<file path="config.mk">
export PLATFORM = sky130hd
export DESIGN_NAME = button_multi_click_detector_top
export DESIGN_NICKNAME = d
export VERILOG_FILES = /design/src/rtl/bmcd_pkg.sv /design/src/rtl/bmcd_ram.sv /design/src/rtl/bmcd_dp.sv /design/src/rtl/bmcd_ctrl.sv /design/src/rtl/button_multi_click_detector_top.sv
export VERILOG_INCLUDE_DIRS = /design/src /design/src/rtl
export SDC_FILE = /design/constraint.sdc
export NUM_CORES = 2
export LEC_CHECK = 0
export BUFFER_PORTS_ARGS = -buffer_cell sky130_fd_sc_hd__clkbuf_2
export CAP_MARGIN = 20
export CORE_UTILIZATION = 50
export CTS_CLUSTER_SIZE = 24
export DETAILED_ROUTE_END_ITERATION = 12
export PLACE_DENSITY = 0.71
export SKIP_LAST_GASP = 1
export SLEW_MARGIN = 20
export SYNTH_ARGS = -nofsm -noshare
export SYNTH_HDL_FRONTEND = slang
export SYNTH_SLANG_ARGS = --single-unit
export TNS_END_PERCENT = 30
</file>
<file path="constraint.sdc">
create_clock -name clock -period 7.4 [get_ports clock]
set_clock_uncertainty 0.15 [all_clocks]
set_input_delay 0.37 -clock clock [delete_from_list [all_inputs] [get_ports clock]]
set_output_delay 0.37 -clock clock [all_outputs]
set_load 0.03 [all_outputs]
</file>
<file path="src/rtl/button_multi_click_detector_top_defines.svh">
// Assertion macros for the button multi-click detector.
// Included by the top level; expects signals named clock and reset in scope.
`ifndef BUTTON_MULTI_CLICK_DETECTOR_TOP_DEFINES_SVH
`define BUTTON_MULTI_CLICK_DETECTOR_TOP_DEFINES_SVH

// Same-cycle implication, disabled during reset.
`define BMCD_ASSERT_IMPL(label, ante, cons, msg) \
   label: assert property (@(posedge clock) disable iff (reset) (ante) |-> (cons)) \
      else $error(msg);

// Next-cycle implication, disabled during reset.
`define BMCD_ASSERT_NEXT(label, ante, cons, msg) \
   label: assert property (@(posedge clock) disable iff (reset) (ante) |=> (cons)) \
      else $error(msg);

`endif

</file>
<file path="src/rtl/bmcd_pkg.sv">
// Shared constants, types and a helper function of the button multi-click detector.
// No dependencies; imported by bmcd_dp, bmcd_ctrl and the top level.
package bmcd_pkg;

   localparam int RING_DEPTH = 32;
   localparam int TIME_WIDTH = 32;
   localparam int RING_AW    = (RING_DEPTH > 1) ? $clog2(RING_DEPTH) : 1;
   localparam int CNT_W      = $clog2(RING_DEPTH + 1);
   localparam int ENTRY_W    = TIME_WIDTH + 1;
   localparam int REQ_DATA_W = ((TIME_WIDTH + 1 + 7) / 8) * 8;
   localparam int COUNT_W    = 6;
   localparam int QSIZE_W    = 6;
   localparam int EXT_W      = (CNT_W > COUNT_W) ? CNT_W : COUNT_W;
   localparam int RSP_DATA_W = 8;
   localparam int KIND_W     = 2;
   localparam int CSR_IDX_W  = 3;
   localparam int CSR_DATA_W = 32;
   localparam int CMP_W      = (TIME_WIDTH > CSR_DATA_W) ? TIME_WIDTH : CSR_DATA_W;

   localparam logic [COUNT_W-1:0] COUNT_MAX = '1;

   localparam logic [KIND_W-1:0] KIND_ACK    = 2'd0;
   localparam logic [KIND_W-1:0] KIND_CLICKS = 2'd1;
   localparam logic [KIND_W-1:0] KIND_LONG   = 2'd2;

   localparam logic [CSR_IDX_W-1:0] REG_GAP       = 3'd0;
   localparam logic [CSR_IDX_W-1:0] REG_LONG_TIME = 3'd1;
   localparam logic [CSR_IDX_W-1:0] REG_LONG_EN   = 3'd2;
   localparam logic [CSR_IDX_W-1:0] REG_CLICK_EN  = 3'd3;
   localparam logic [CSR_IDX_W-1:0] REG_QSIZE     = 3'd4;

   typedef struct packed {
      logic latch_in;
      logic ring_write;
      logic load_ack;
      logic drain_init;
      logic take;
      logic proc;
      logic load_cnt;
      logic load_long;
      logic rep_last;
   } dp_cmd_type;

   typedef struct packed {
      logic is_update;
      logic drain_ok;
      logic ring_empty;
      logic out_free;
      logic rep_cnt;
      logic rep_long;
   } dp_stat_type;

   // Ring pointer increment, wrapping at the programmed queue size.
   function automatic logic [RING_AW-1:0] ring_next(input logic [RING_AW-1:0] idx,
                                                     input logic [CNT_W-1:0] qsize);
      logic [CNT_W-1:0] nxt;
      nxt = CNT_W'(idx) + CNT_W'(1);
      return (nxt >= qsize) ? '0 : nxt[RING_AW-1:0];
   endfunction

endpackage

</file>
<file path="src/rtl/bmcd_ram.sv">
// Generic single-write, single-read RAM with a registered read port.
// No dependencies; holds the event ring of the detector.
module bmcd_ram #(
   parameter int WIDTH = 8,
   parameter int DEPTH = 32,
   localparam int AW = (DEPTH > 1) ? $clog2(DEPTH) : 1
) (
   input  logic             clock,
   input  logic             wr_en,
   input  logic [AW-1:0]    wr_addr,
   input  logic [WIDTH-1:0] wr_data,
   input  logic             rd_en,
   input  logic [AW-1:0]    rd_addr,
   output logic [WIDTH-1:0] rd_data
);

   logic [WIDTH-1:0] mem_ff [DEPTH];
   logic [WIDTH-1:0] rd_data_ff;

   always_ff @(posedge clock) begin
      if (wr_en) begin
         mem_ff[wr_addr] <= wr_data;
      end
      if (rd_en) begin
         rd_data_ff <= mem_ff[rd_addr];
      end
   end

   assign rd_data = rd_data_ff;

endmodule

</file>
<file path="src/rtl/bmcd_dp.sv">
// Datapath of the detector: request latch, configuration registers, event ring,
// drain scan registers and the result register. Uses bmcd_pkg and bmcd_ram.
module bmcd_dp import bmcd_pkg::*; (
   input  logic                  clock,
   input  logic                  reset,
   input  logic                  req_cmd,
   input  logic [TIME_WIDTH-1:0] req_ts,
   input  logic                  req_pressed,
   input  logic                  csr_we,
   input  logic [CSR_IDX_W-1:0]  csr_index,
   input  logic [CSR_DATA_W-1:0] csr_data,
   input  dp_cmd_type            cmd,
   output dp_stat_type           stat,
   input  logic                  rsp_ready,
   output logic                  rsp_valid,
   output logic [KIND_W-1:0]     rsp_kind,
   output logic                  rsp_accepted,
   output logic                  rsp_level,
   output logic [COUNT_W-1:0]    rsp_count,
   output logic                  rsp_last
);

   localparam logic [1:0] PH_SKIP     = 2'd0;
   localparam logic [1:0] PH_PRESS    = 2'd1;
   localparam logic [1:0] PH_RELEASED = 2'd2;

   logic                  cmd_ff, cmd_in;
   logic [TIME_WIDTH-1:0] ts_ff, ts_in;
   logic                  pressed_ff, pressed_in;

   logic [CSR_DATA_W-1:0] gap_ff, gap_in;
   logic [CSR_DATA_W-1:0] long_time_ff, long_time_in;
   logic                  long_en_ff, long_en_in;
   logic                  click_en_ff, click_en_in;
   logic [CNT_W-1:0]      qsize_ff, qsize_in;

   logic [RING_AW-1:0]    head_ff, head_in;
   logic [RING_AW-1:0]    tail_ff, tail_in;
   logic                  full_ff, full_in;
   logic [TIME_WIDTH-1:0] lct_ff, lct_in;
   logic                  level_ff, level_in;

   logic [1:0]            phase_ff, phase_in;
   logic [CNT_W-1:0]      clicks_ff, clicks_in;
   logic                  longp_ff, longp_in;
   logic [TIME_WIDTH-1:0] press_ts_ff, press_ts_in;

   logic                  rsp_valid_ff, rsp_valid_in;
   logic [KIND_W-1:0]     rsp_kind_ff, rsp_kind_in;
   logic                  rsp_acc_ff, rsp_acc_in;
   logic                  rsp_lvl_ff, rsp_lvl_in;
   logic [COUNT_W-1:0]    rsp_cnt_ff, rsp_cnt_in;
   logic                  rsp_last_ff, rsp_last_in;

   logic                  ram_we;
   logic [ENTRY_W-1:0]    ram_wdata;
   logic [ENTRY_W-1:0]    ram_rdata;

   logic [RING_AW-1:0]    head_next;
   logic [RING_AW-1:0]    tail_next;
   logic                  ring_empty;
   logic [TIME_WIDTH-1:0] since_change;
   logic                  gap_hit;
   logic                  ent_lvl;
   logic [TIME_WIDTH-1:0] ent_ts;
   logic [TIME_WIDTH-1:0] press_len;
   logic                  long_hit;
   logic [CNT_W-1:0]      net_clicks;
   logic [COUNT_W-1:0]    sat_clicks;
   logic [EXT_W-1:0]      qs_raw;
   logic [CNT_W-1:0]      qs_clamped;

   bmcd_ram #(
      .WIDTH (ENTRY_W),
      .DEPTH (RING_DEPTH)
   ) u_ring (
      .clock   (clock),
      .wr_en   (ram_we),
      .wr_addr (head_ff),
      .wr_data (ram_wdata),
      .rd_en   (cmd.take),
      .rd_addr (tail_ff),
      .rd_data (ram_rdata)
   );

   assign head_next    = ring_next(head_ff, qsize_ff);
   assign tail_next    = ring_next(tail_ff, qsize_ff);
   assign ring_empty   = !full_ff && (head_ff == tail_ff);
   assign since_change = ts_ff - lct_ff;
   assign gap_hit      = (gap_ff == '0) || (CMP_W'(since_change) >= CMP_W'(gap_ff));

   assign ent_lvl   = ram_rdata[TIME_WIDTH];
   assign ent_ts    = ram_rdata[TIME_WIDTH-1:0];
   assign press_len = ent_ts - press_ts_ff;
   assign long_hit  = long_en_ff && (long_time_ff != '0) &&
                      (CMP_W'(press_len) >= CMP_W'(long_time_ff));

   // Clicks reported exclude the long click, saturated to the field width.
   assign net_clicks = clicks_ff - CNT_W'(longp_ff);
   assign sat_clicks = (EXT_W'(net_clicks) > EXT_W'(COUNT_MAX)) ? COUNT_MAX
                                                                 : COUNT_W'(net_clicks);

   assign qs_raw     = EXT_W'(csr_data[QSIZE_W-1:0]);
   assign qs_clamped = (qs_raw < EXT_W'(2))          ? CNT_W'(2) :
                       (qs_raw > EXT_W'(RING_DEPTH)) ? CNT_W'(RING_DEPTH) :
                                                       CNT_W'(qs_raw);

   always_comb begin
      cmd_in       = cmd_ff;
      ts_in        = ts_ff;
      pressed_in   = pressed_ff;
      gap_in       = gap_ff;
      long_time_in = long_time_ff;
      long_en_in   = long_en_ff;
      click_en_in  = click_en_ff;
      qsize_in     = qsize_ff;
      head_in      = head_ff;
      tail_in      = tail_ff;
      full_in      = full_ff;
      lct_in       = lct_ff;
      level_in     = level_ff;
      phase_in     = phase_ff;
      clicks_in    = clicks_ff;
      longp_in     = longp_ff;
      press_ts_in  = press_ts_ff;
      rsp_valid_in = rsp_valid_ff;
      rsp_kind_in  = rsp_kind_ff;
      rsp_acc_in   = rsp_acc_ff;
      rsp_lvl_in   = rsp_lvl_ff;
      rsp_cnt_in   = rsp_cnt_ff;
      rsp_last_in  = rsp_last_ff;
      ram_we       = 1'b0;
      ram_wdata    = {pressed_ff, ts_ff};

      if (cmd.latch_in) begin
         cmd_in     = req_cmd;
         ts_in      = req_ts;
         pressed_in = req_pressed;
      end

      // A level change always updates the level; it is stored only if there is room.
      if (cmd.ring_write) begin
         level_in = pressed_ff;
         if (!full_ff) begin
            ram_we  = 1'b1;
            lct_in  = ts_ff;
            head_in = head_next;
            full_in = (head_next == tail_ff);
         end
      end

      if (cmd.take) begin
         tail_in = tail_next;
         full_in = 1'b0;
      end

      if (cmd.drain_init) begin
         phase_in  = PH_SKIP;
         clicks_in = '0;
         longp_in  = 1'b0;
      end

      // One ring entry per cycle. Only the first press of a run sets the press time;
      // a release ends the press and decides whether it was a long one.
      if (cmd.proc) begin
         case (phase_ff)
            PH_SKIP, PH_RELEASED: begin
               if (ent_lvl) begin
                  clicks_in   = clicks_ff + CNT_W'(1);
                  press_ts_in = ent_ts;
                  phase_in    = PH_PRESS;
               end
            end
            PH_PRESS: begin
               if (!ent_lvl) begin
                  longp_in = long_hit;
                  phase_in = PH_RELEASED;
               end
            end
            default: begin
               phase_in = PH_SKIP;
            end
         endcase
      end

      if (csr_we) begin
         case (csr_index)
            REG_GAP:       gap_in       = csr_data;
            REG_LONG_TIME: long_time_in = csr_data;
            REG_LONG_EN:   long_en_in   = csr_data[0];
            REG_CLICK_EN:  click_en_in  = csr_data[0];
            REG_QSIZE: begin
               qsize_in = qs_clamped;
               head_in  = '0;
               tail_in  = '0;
               full_in  = 1'b0;
            end
            default: begin
            end
         endcase
      end

      if (cmd.load_ack) begin
         rsp_valid_in = 1'b1;
         rsp_kind_in  = KIND_ACK;
         rsp_acc_in   = !full_ff;
         rsp_lvl_in   = pressed_ff;
         rsp_cnt_in   = '0;
         rsp_last_in  = 1'b1;
      end else if (cmd.load_cnt) begin
         rsp_valid_in = 1'b1;
         rsp_kind_in  = KIND_CLICKS;
         rsp_acc_in   = 1'b0;
         rsp_lvl_in   = 1'b0;
         rsp_cnt_in   = sat_clicks;
         rsp_last_in  = cmd.rep_last;
      end else if (cmd.load_long) begin
         rsp_valid_in = 1'b1;
         rsp_kind_in  = KIND_LONG;
         rsp_acc_in   = 1'b0;
         rsp_lvl_in   = 1'b0;
         rsp_cnt_in   = '0;
         rsp_last_in  = cmd.rep_last;
      end else if (rsp_ready) begin
         rsp_valid_in = 1'b0;
      end
   end

   always_ff @(posedge clock) begin
      if (reset) begin
         gap_ff       <= '0;
         long_time_ff <= '0;
         long_en_ff   <= 1'b0;
         click_en_ff  <= 1'b1;
         qsize_ff     <= CNT_W'(RING_DEPTH);
         head_ff      <= '0;
         tail_ff      <= '0;
         full_ff      <= 1'b0;
         lct_ff       <= '0;
         level_ff     <= 1'b0;
         rsp_valid_ff <= 1'b0;
      end else begin
         gap_ff       <= gap_in;
         long_time_ff <= long_time_in;
         long_en_ff   <= long_en_in;
         click_en_ff  <= click_en_in;
         qsize_ff     <= qsize_in;
         head_ff      <= head_in;
         tail_ff      <= tail_in;
         full_ff      <= full_in;
         lct_ff       <= lct_in;
         level_ff     <= level_in;
         rsp_valid_ff <= rsp_valid_in;
      end
   end

   always_ff @(posedge clock) begin
      cmd_ff      <= cmd_in;
      ts_ff       <= ts_in;
      pressed_ff  <= pressed_in;
      phase_ff    <= phase_in;
      clicks_ff   <= clicks_in;
      longp_ff    <= longp_in;
      press_ts_ff <= press_ts_in;
      rsp_kind_ff <= rsp_kind_in;
      rsp_acc_ff  <= rsp_acc_in;
      rsp_lvl_ff  <= rsp_lvl_in;
      rsp_cnt_ff  <= rsp_cnt_in;
      rsp_last_ff <= rsp_last_in;
   end

   assign stat.is_update  = cmd_ff;
   assign stat.drain_ok   = !level_ff && (lct_ff != '0) && !ring_empty && gap_hit;
   assign stat.ring_empty = ring_empty;
   assign stat.out_free   = !rsp_valid_ff || rsp_ready;
   assign stat.rep_cnt    = (phase_ff == PH_RELEASED) && click_en_ff &&
                            (clicks_ff > CNT_W'(longp_ff));
   assign stat.rep_long   = (phase_ff == PH_RELEASED) && longp_ff;

   assign rsp_valid    = rsp_valid_ff;
   assign rsp_kind     = rsp_kind_ff;
   assign rsp_accepted = rsp_acc_ff;
   assign rsp_level    = rsp_lvl_ff;
   assign rsp_count    = rsp_cnt_ff;
   assign rsp_last     = rsp_last_ff;

endmodule

</file>
<file path="src/rtl/bmcd_ctrl.sv">
// Controller state machine of the detector: sequences request intake, ring writes,
// the drain scan and the reports. Uses bmcd_pkg; drives bmcd_dp by commands.
module bmcd_ctrl import bmcd_pkg::*; (
   input  logic        clock,
   input  logic        reset,
   input  logic        req_valid,
   output logic        req_ready,
   input  dp_stat_type stat,
   output dp_cmd_type  cmd
);

   localparam logic [2:0] S_IDLE     = 3'd0;
   localparam logic [2:0] S_DECIDE   = 3'd1;
   localparam logic [2:0] S_SCAN     = 3'd2;
   localparam logic [2:0] S_FINISH   = 3'd3;
   localparam logic [2:0] S_REP_CNT  = 3'd4;
   localparam logic [2:0] S_REP_LONG = 3'd5;

   logic [2:0] state_ff, state_in;

   always_comb begin
      state_in = state_ff;
      cmd      = '0;
      case (state_ff)
         S_IDLE: begin
            if (req_valid) begin
               cmd.latch_in = 1'b1;
               state_in     = S_DECIDE;
            end
         end
         S_DECIDE: begin
            if (!stat.is_update) begin
               if (stat.out_free) begin
                  cmd.ring_write = 1'b1;
                  cmd.load_ack   = 1'b1;
                  state_in       = S_IDLE;
               end
            end else if (stat.drain_ok) begin
               cmd.drain_init = 1'b1;
               cmd.take       = 1'b1;
               state_in       = S_SCAN;
            end else begin
               state_in = S_IDLE;
            end
         end
         S_SCAN: begin
            // The entry read last cycle is evaluated while the next one is fetched.
            cmd.proc = 1'b1;
            if (!stat.ring_empty) begin
               cmd.take = 1'b1;
            end else begin
               state_in = S_FINISH;
            end
         end
         S_FINISH: begin
            if (stat.rep_cnt) begin
               state_in = S_REP_CNT;
            end else if (stat.rep_long) begin
               state_in = S_REP_LONG;
            end else begin
               state_in = S_IDLE;
            end
         end
         S_REP_CNT: begin
            if (stat.out_free) begin
               cmd.load_cnt = 1'b1;
               cmd.rep_last = !stat.rep_long;
               state_in     = stat.rep_long ? S_REP_LONG : S_IDLE;
            end
         end
         S_REP_LONG: begin
            if (stat.out_free) begin
               cmd.load_long = 1'b1;
               cmd.rep_last  = 1'b1;
               state_in      = S_IDLE;
            end
         end
         default: begin
            state_in = S_IDLE;
         end
      endcase
   end

   always_ff @(posedge clock) begin
      if (reset) begin
         state_ff <= S_IDLE;
      end else begin
         state_ff <= state_in;
      end
   end

   assign req_ready = (state_ff == S_IDLE);

endmodule

</file>
<file path="src/rtl/button_multi_click_detector_top.sv">
// Top level of the button multi-click detector; uses bmcd_pkg, bmcd_ctrl, bmcd_dp.
// A level change is acknowledged from S_DECIDE once the response output is free.
// An update that drains the ring scans its entries in S_SCAN, then reports through
// S_FINISH, S_REP_CNT and S_REP_LONG. One request is taken at a time; the ring
// scan reads one entry per cycle. Reset is synchronous: pointers, level and
// configuration registers return to defaults; the scan registers are not reset.
`include "button_multi_click_detector_top_defines.svh"

module button_multi_click_detector_top import bmcd_pkg::*; (
   input  logic                  clock,
   input  logic                  reset,
   input  logic                  req_tvalid,
   output logic                  req_tready,
   input  logic [REQ_DATA_W-1:0] req_tdata,   // timestamp, pressed, zero fill
   input  logic                  req_tuser,   // cmd
   output logic                  rsp_tvalid,
   input  logic                  rsp_tready,
   output logic [RSP_DATA_W-1:0] rsp_tdata,   // accepted, level, click_count
   output logic [KIND_W-1:0]     rsp_tuser,   // kind
   output logic                  rsp_tlast,
   input  logic                  csr_valid,
   output logic                  csr_ready,
   input  logic [CSR_IDX_W-1:0]  csr_index,
   input  logic [CSR_DATA_W-1:0] csr_data
);

   dp_cmd_type         dp_cmd;
   dp_stat_type        dp_stat;
   logic               rsp_accepted;
   logic               rsp_level;
   logic [COUNT_W-1:0] rsp_count;
   logic               req_fire;
   logic               ack_out;
   logic               ack_ok;

   assign csr_ready = 1'b1;

   bmcd_ctrl u_ctrl (
      .clock     (clock),
      .reset     (reset),
      .req_valid (req_tvalid),
      .req_ready (req_tready),
      .stat      (dp_stat),
      .cmd       (dp_cmd)
   );

   bmcd_dp u_dp (
      .clock        (clock),
      .reset        (reset),
      .req_cmd      (req_tuser),
      .req_ts       (req_tdata[TIME_WIDTH-1:0]),
      .req_pressed  (req_tdata[TIME_WIDTH]),
      .csr_we       (csr_valid && csr_ready),
      .csr_index    (csr_index),
      .csr_data     (csr_data),
      .cmd          (dp_cmd),
      .stat         (dp_stat),
      .rsp_ready    (rsp_tready),
      .rsp_valid    (rsp_tvalid),
      .rsp_kind     (rsp_tuser),
      .rsp_accepted (rsp_accepted),
      .rsp_level    (rsp_level),
      .rsp_count    (rsp_count),
      .rsp_last     (rsp_tlast)
   );

   assign rsp_tdata = {rsp_count, rsp_level, rsp_accepted};

   assign req_fire = req_tvalid && req_tready;
   assign ack_out  = rsp_tvalid && (rsp_tuser == KIND_ACK);
   assign ack_ok   = rsp_tlast && (rsp_tdata[RSP_DATA_W-1:2] == '0);

   `BMCD_ASSERT_NEXT(a_one_request_at_a_time, req_fire, !req_tready, "request accepted while busy")
   `BMCD_ASSERT_IMPL(a_ack_is_single, ack_out, ack_ok, "malformed acknowledgement")
   `BMCD_ASSERT_IMPL(a_no_take_when_empty, dp_cmd.take, !dp_stat.ring_empty, "ring read while empty")

endmodule
</file>
# Yosys cells after proc, flatten, opt, wreduce, memory -nomap -nowiden

Memories as Yosys holds them, arrays and structs flattened. A register that Yosys moved wholly into a read port is not among the register bits.
Cells that the tools add are included.

Output and inout bits: 14
Input port bits: 81
RAM bits: 1056
Memories: 1
Register bits: 206
Logic and storage cells: 164

Muxes and demuxes: 72
Reductions and logical operators: 35
Add/subtract/negate cells: 6
Bitwise operators: 1
Equal/unequal tests: 16
Order comparisons: 8

Memory list:

| name               | depth | width | rd ports | clocked after Yosys merged registers in | wr ports | RTL line       | text |
|---|---|---|---|---|---|---|---|
| u_dp.u_ring.mem_ff | 32    | 33    | 1        | 1                                       | 1        | bmcd_ram.sv:17 | `logic [WIDTH-1:0] mem_ff [DEPTH];` |

Operator list:

| cell                | number |
|---|---|
| $ge 32x32->1        | 2 |
| $reduce_bool 32->1  | 2 |
| $sub 32x32->32      | 2 |
| $mux 6              | 9 |
| $mux 5              | 9 |
| $mux 1              | 33 |
| $logic_not 32->1    | 1 |
| $mux 3              | 8 |
| $mux 2              | 9 |
| $pmux 3 s6          | 1 |
| $add 5x1->6 const B | 2 |
| $eq 3x2->1 const B  | 4 |
| $ge 6x6->1          | 2 |
| $gt 6x6->1 const B  | 2 |
| $reduce_and 2->1    | 6 |
| $eq 5x5->1          | 2 |
| $eq 3x3->1 const B  | 3 |
| $logic_and 1x1->1   | 9 |
| $add 6x1->6 const B | 1 |
| $eq 3x1->1 const B  | 2 |
| $gt 6x1->1          | 1 |
| $logic_not 3->1     | 2 |
| $lt 6x2->1 const B  | 1 |
| $reduce_and 3->1    | 2 |
| 15 further kinds    | 23 |

# Depth between registers and ports, before layout

Depth in word-level cells: 12
Gate-level depth with buffers: 23
Mapped depth without buffers: 23

# Cells and area by module

Synthesis repeated with hierarchy kept, for this count alone.

Cell total of the unflattened synthesis: 3907
Area total of the unflattened synthesis: 55296.8 um^2

By module, submodules not included:

| module                          | times used | cells each | area an instance (um^2) | seq. area each (um^2) |
|---|---|---|---|---|
| bmcd_ram                        | 1          | 2332       | 42144.2                 | 32701.4 |
| bmcd_dp                         | 1          | 1530       | 12839.8                 | 4744.6 |
| bmcd_ctrl                       | 1          | 41         | 286.5                   | 60.1 |
| button_multi_click_detector_top | 1          | 4          | 26.3                    | 0.0 |

# Least setup slack after synthesis

OpenSTA, ideal clock, no wires.

Path type: register to register
Start point: register u_dp.ts_ff[0]
End point: register u_dp.u_ring.rd_data_ff[0] (netlist: u_dp.u_ring.rd_data[0]) (read register of u_dp.u_ring.mem_ff), enable pin
Cell stages (with the launch flop): 22
Data required time: 6817 ps
Buffers on the path: 0
Setup time: 433 ps
Path slack: 1240 ps
Period minus slack after synthesis: 6160 ps
Arrival time: 5577 ps
Cells stage by stage: edfxtp_1 inv_1 ha_1 inv_1 fa_1 a21oi_1 o211ai_1 a21boi_1 o21bai_1 a21oi_1 o21ai_1 a21o_1 a21oi_1 xnor2_1 ha_1 a211oi_1 a22oi_1 a21oi_1 or3_1 o221ai_1 a21oi_1 o21bai_1

Cells in the longest elaborated chain, start to end: 7

Ends and longest elaborated chain:

| item                     | RTL line        | text |
|---|---|---|
| start: declaration       | bmcd_dp.sv:28   | `logic [TIME_WIDTH-1:0] ts_ff, ts_in;` |
| start signal: assignment | bmcd_dp.sv:259  | `ts_ff <= ts_in;` |
| $sub 32x32->32           | bmcd_dp.sv:89   | `assign since_change = ts_ff - lct_ff;` |
| $ge 32x32->1             | bmcd_dp.sv:90   | `assign gap_hit = (gap_ff == '0) \|\| (CMP_W'(since_change) >= CMP_W'(gap_ff));` |
| $logic_or 1x1->1         | bmcd_dp.sv:90   |  |
| $logic_and 1x1->1        | bmcd_dp.sv:273  | `assign stat.drain_ok = !level_ff && (lct_ff != '0) && !ring_empty && gap_hit;` |
| $mux 2                   | bmcd_ctrl.sv:38 | `end else if (stat.drain_ok) begin` |
| $mux 2                   | bmcd_ctrl.sv:32 | `if (!stat.is_update) begin` |
| $pmux 1 s2               | bmcd_ctrl.sv:24 | `case (state_ff)` |
| end: declaration         | bmcd_ram.sv:18  | `logic [WIDTH-1:0] rd_data_ff;` |

No other way between the ends.
A chain may end at the register's enable or synchronous reset.

# Worst setup path in the final report

Start point: register u_dp.ts_ff[9]
End point: register u_dp.u_ring.rd_data_ff[7] (netlist: u_dp.u_ring.rd_data[7]) (read register of u_dp.u_ring.mem_ff), enable pin

Same word-level chain as after synthesis.

==> flow_summary.toml <==
[worst_setup_path]
cp_top_family = "compound AO/OA/AOI/OAI gates"
r2r-start = "u_dp.ts_ff[9]$_DFFE_PP_"
crit_top_cell = "a21oi_1"
reg2reg_depth = 19
arrival_ns = 6.33
crit_path_top_delay_cell = "edfxtp_1"
cp-start-kind = "flip-flop"
crit_fanout = 34
worstSetupPathType = "flip-flop to flip-flop"
critPathMaxStageDelay_ns = 1.11
endpoint_kind = "flip-flop"
cp.depth = 19
crit_buf_inv = 1
worstPathCellList = "ha_1 -> a21oi_1 -> and3_1 -> or4_1 -> o211ai_2 -> a311oi_1 -> a21oi_2 -> a311o_1 -> a21oi_1 -> xnor2_1 -> ha_1 -> nor2b_1 -> o21ai_0 -> o21ai_1 -> nor2_1 -> o21ai_0 -> a21oi_1 -> o21bai_4 -> buf_4"
crit_start = "u_dp.ts_ff[9]$_DFFE_PP_"
crit_required_ns = 7.68
rr_endpoint = "u_dp.u_ring.rd_data[7]$_DFFE_PN_"
endpoint = "u_dp.u_ring.rd_data[7]$_DFFE_PN_"
r2r_slack_ns = 1.35

[drt]
first_iter_violations = 3157
routed_wirelength_um = 131000
via_per_inst = 6.05
final_antenna_net_count = 0
drt_first_pass_iters = 6
drc = 0
wl_per_cell_um = 27.0
vias = 29500

[cts]
root_buffer = "clkbuf_16"
clk_pin_slew_ns = 0.06
numClockSinks = 1295
post_cts_resize_count = 0
clk_latency_ns = 0.76
cts_htree_levels = 4
numCtsBuffers = 131
clockBufferDepth = 3
cts_tree = "built"

[global_routing]
antenna_found_initial = 4
grt_max_degree = 112
overflow = 0
grt_use_met1_pct = 33.6
grt-busiest-layer = "met2"
grt_pass1_wl_um = 190000
grt_pass1_vias = 28600
track_usage_pct = 24.1
grt_use_met2_pct = 38.7
grt_use_met3_pct = 3.99

[timing]
hold_violations = 0
maxSlewViolCount = 0
period_needed_ns = 6.05
worst_pin_slew_ns = 1.16
whs_ns = 0.0821
fmax_mhz = 165
worst_slack_ns = 1.35
rsz0062_at_grt = "false"
fin_setup_tns_ns = 0
timing.slew.headroom_pct = 22.3
period_share_pct = 81.7
setup_violations = 0

[power]
peakVddDrop_mv = 0.240
p_per_area_mw_per_mm2 = 246
power.leakage_uw = 0.0198
p_total_uw = 15100

[cells_and_area]
fillers = 7867
drive_above_1_share_pct = 22.0
n_antenna_cell = 0
final_cell_mix = "1157 x edfxtp_1, 330 x mux4_2, 257 x nand2_1"
areaGrowthSynthToFinish_pct = 13.9
final_common_cell = "edfxtp_1"
nNetsFinal = 3593

[die]
die-area_mm2 = 0.109
io_pins = 95
start_util_pct = 50.4
fp.dieH_um = 331
core_mm2 = 0.107
fp-row-count = 120
die-width_um = 331

[logic_synthesis]
yosysUniqueCellTypes = 77
async_flop_share_pct = 0
yosys_register_bits = 1295
netlist_area_mm2 = 0.0540
ys_seq_area_share_pct = 69.5
yosysWarningCount = 0
syn_inst = 3124
syn-mean-instance-area_um2 = 17.3
yosys_most_used_dff = "edfxtp_1"
synth_edf_count = 1157
synth.net_count = 3353

[placed_design]
numPortBuffers = 86
place_ws_ns = 1.46
gp_congestion = 0.879
dp_hpwl_um = 77400

[status]
status = "completed"

[flow_run]
drv_cap = 0

[min_path]
hold_path_class = "input pin to flip-flop"
-- repair_timing --
| action | 4_1_cts | 5_1_grt |
|---|---|---|
| buffers inserted | 0 | 0 |
| setup endpoints to repair | 0 | 0 |
| hold buffers | 71 | 0 |
| endpoints found under the hold margin | 109 | 0 |
-- logic make-up after synthesis --
group | after synthesis | synth area share, %
other | 1 | 0.00695
DFF | 1295 | 69.5
muxes | 369 | 14.6
AOI/OAI and AO/OA | 382 | 4.34
buffers and inverters | 298 | 2.15
xor gates and xnor gates | 76 | 1.23
adders and majority gates | 148 | 3.46
and+or+nand+nor | 555 | 4.74
-- cell usage after synthesis, types with 33 or more instances --
master	number	area share [%]
dfxtp_1	138	5.1
inv_1	160	1.1
clkbuf_1	97	0.67
o21ai_0	34	0.32
a21oi_1	185	1.7
xnor2_1	44	0.71
mux4_2	330	14
ha_1	146	3.4
mux2_2	33	0.69
nand2_1	258	1.8
edfxtp_1	1157	64
a21o_1	54	0.75
nor2_1	99	0.69
-- per-layer routing --
metal  part of all wire [%]  up-vias
met5                 0.0053        -
met4                    3.0        2
met3                    7.8      226
met1                     40    15100
met2                     49     1322
li1                       -    12800
-- worst reg2reg max path, cell delays in order, from the launching register on --
cell,delay [ns]
edfxtp_1,1.11
ha_1,0.49
a21oi_1,0.21
and3_1,0.19
or4_1,0.12
o211ai_2,0.12
a311oi_1,0.44
a21oi_2,0.15
a311o_1,0.35
a21oi_1,0.18
xnor2_1,0.17
ha_1,0.28
nor2b_1,0.13
o21ai_0,0.14
o21ai_1,0.09
nor2_1,0.10
o21ai_0,0.09
a21oi_1,0.71
o21bai_4,0.17
buf_4,0.31
-- report_power, final --
part	switching, uW	leakage (uW)	internal, uW
logic	469	0.00626	294
clock network	2750	0.00196	3550
registers	57.2	0.0115	8030
-- final cells by class --
cell class                 count  area (um2)  area share [%]
timing repair buffer         243        1990            3.24
tap                         1403        1760            2.85
clock buffer                 165        3550            5.78
sequential                  1295       37500            61.0
clock inverter                68         508           0.826
multi-input combinational   1531       15600            25.3
inverter                     162         611           0.993
-- stage by stage --
step | instance area, um2 | std cells | utilization [%]
after CTS | 61300 | 4859 | 57.3
after global placement | 56500 | 4553 | 52.8
after detailed placement | 56500 | 4555 | 52.8
final | 61500 | 4867 | 57.4
after global routing | 61500 | 4867 | 57.4
after floorplan | 54000 | 3124 | -
-- state kept, by name, summed over array words and instances (netlist names), 2 cells and up --
name	count
u_dp.head_ff	5
u_dp.ts_ff	32
u_dp.press_ts_ff	32
u_dp.long_time_ff	32
u_dp.gap_ff	32
u_dp.phase_ff	2
u_dp.rsp_kind	2
u_ctrl.state_ff	3
u_dp.lct_ff	32
u_dp.tail_ff	5
u_dp.qsize_ff	6
u_dp.u_ring.rd_data	33
u_dp.rsp_count	6
u_dp.u_ring.mem_ff	1056
u_dp.clicks_ff	6
-- worst min-delay path by stage --
stage | from | depth (start not counted) | slack, ns | to
after floorplan | u_dp.u_ring.rd_data[0]$_DFFE_PN_ | 0 | 0.28 | u_dp.press_ts_ff[0]$_DFFE_PP_
after global placement | u_dp.u_ring.rd_data[30]$_DFFE_PN_ | 0 | 0.30 | u_dp.press_ts_ff[30]$_DFFE_PP_
after detailed placement | u_dp.u_ring.rd_data[7]$_DFFE_PN_ | 0 | 0.30 | u_dp.press_ts_ff[7]$_DFFE_PP_
after CTS | csr_valid | 6 | 0.02 | u_dp.long_en_ff$_SDFFE_PP0P_
after global routing | req_tvalid | 2 | 0.1 | u_dp.ts_ff[30]$_DFFE_PP_
final | csr_valid | 6 | 0.08 | u_dp.long_en_ff$_SDFFE_PP0P_
Power figures use the tool's default switching activity.
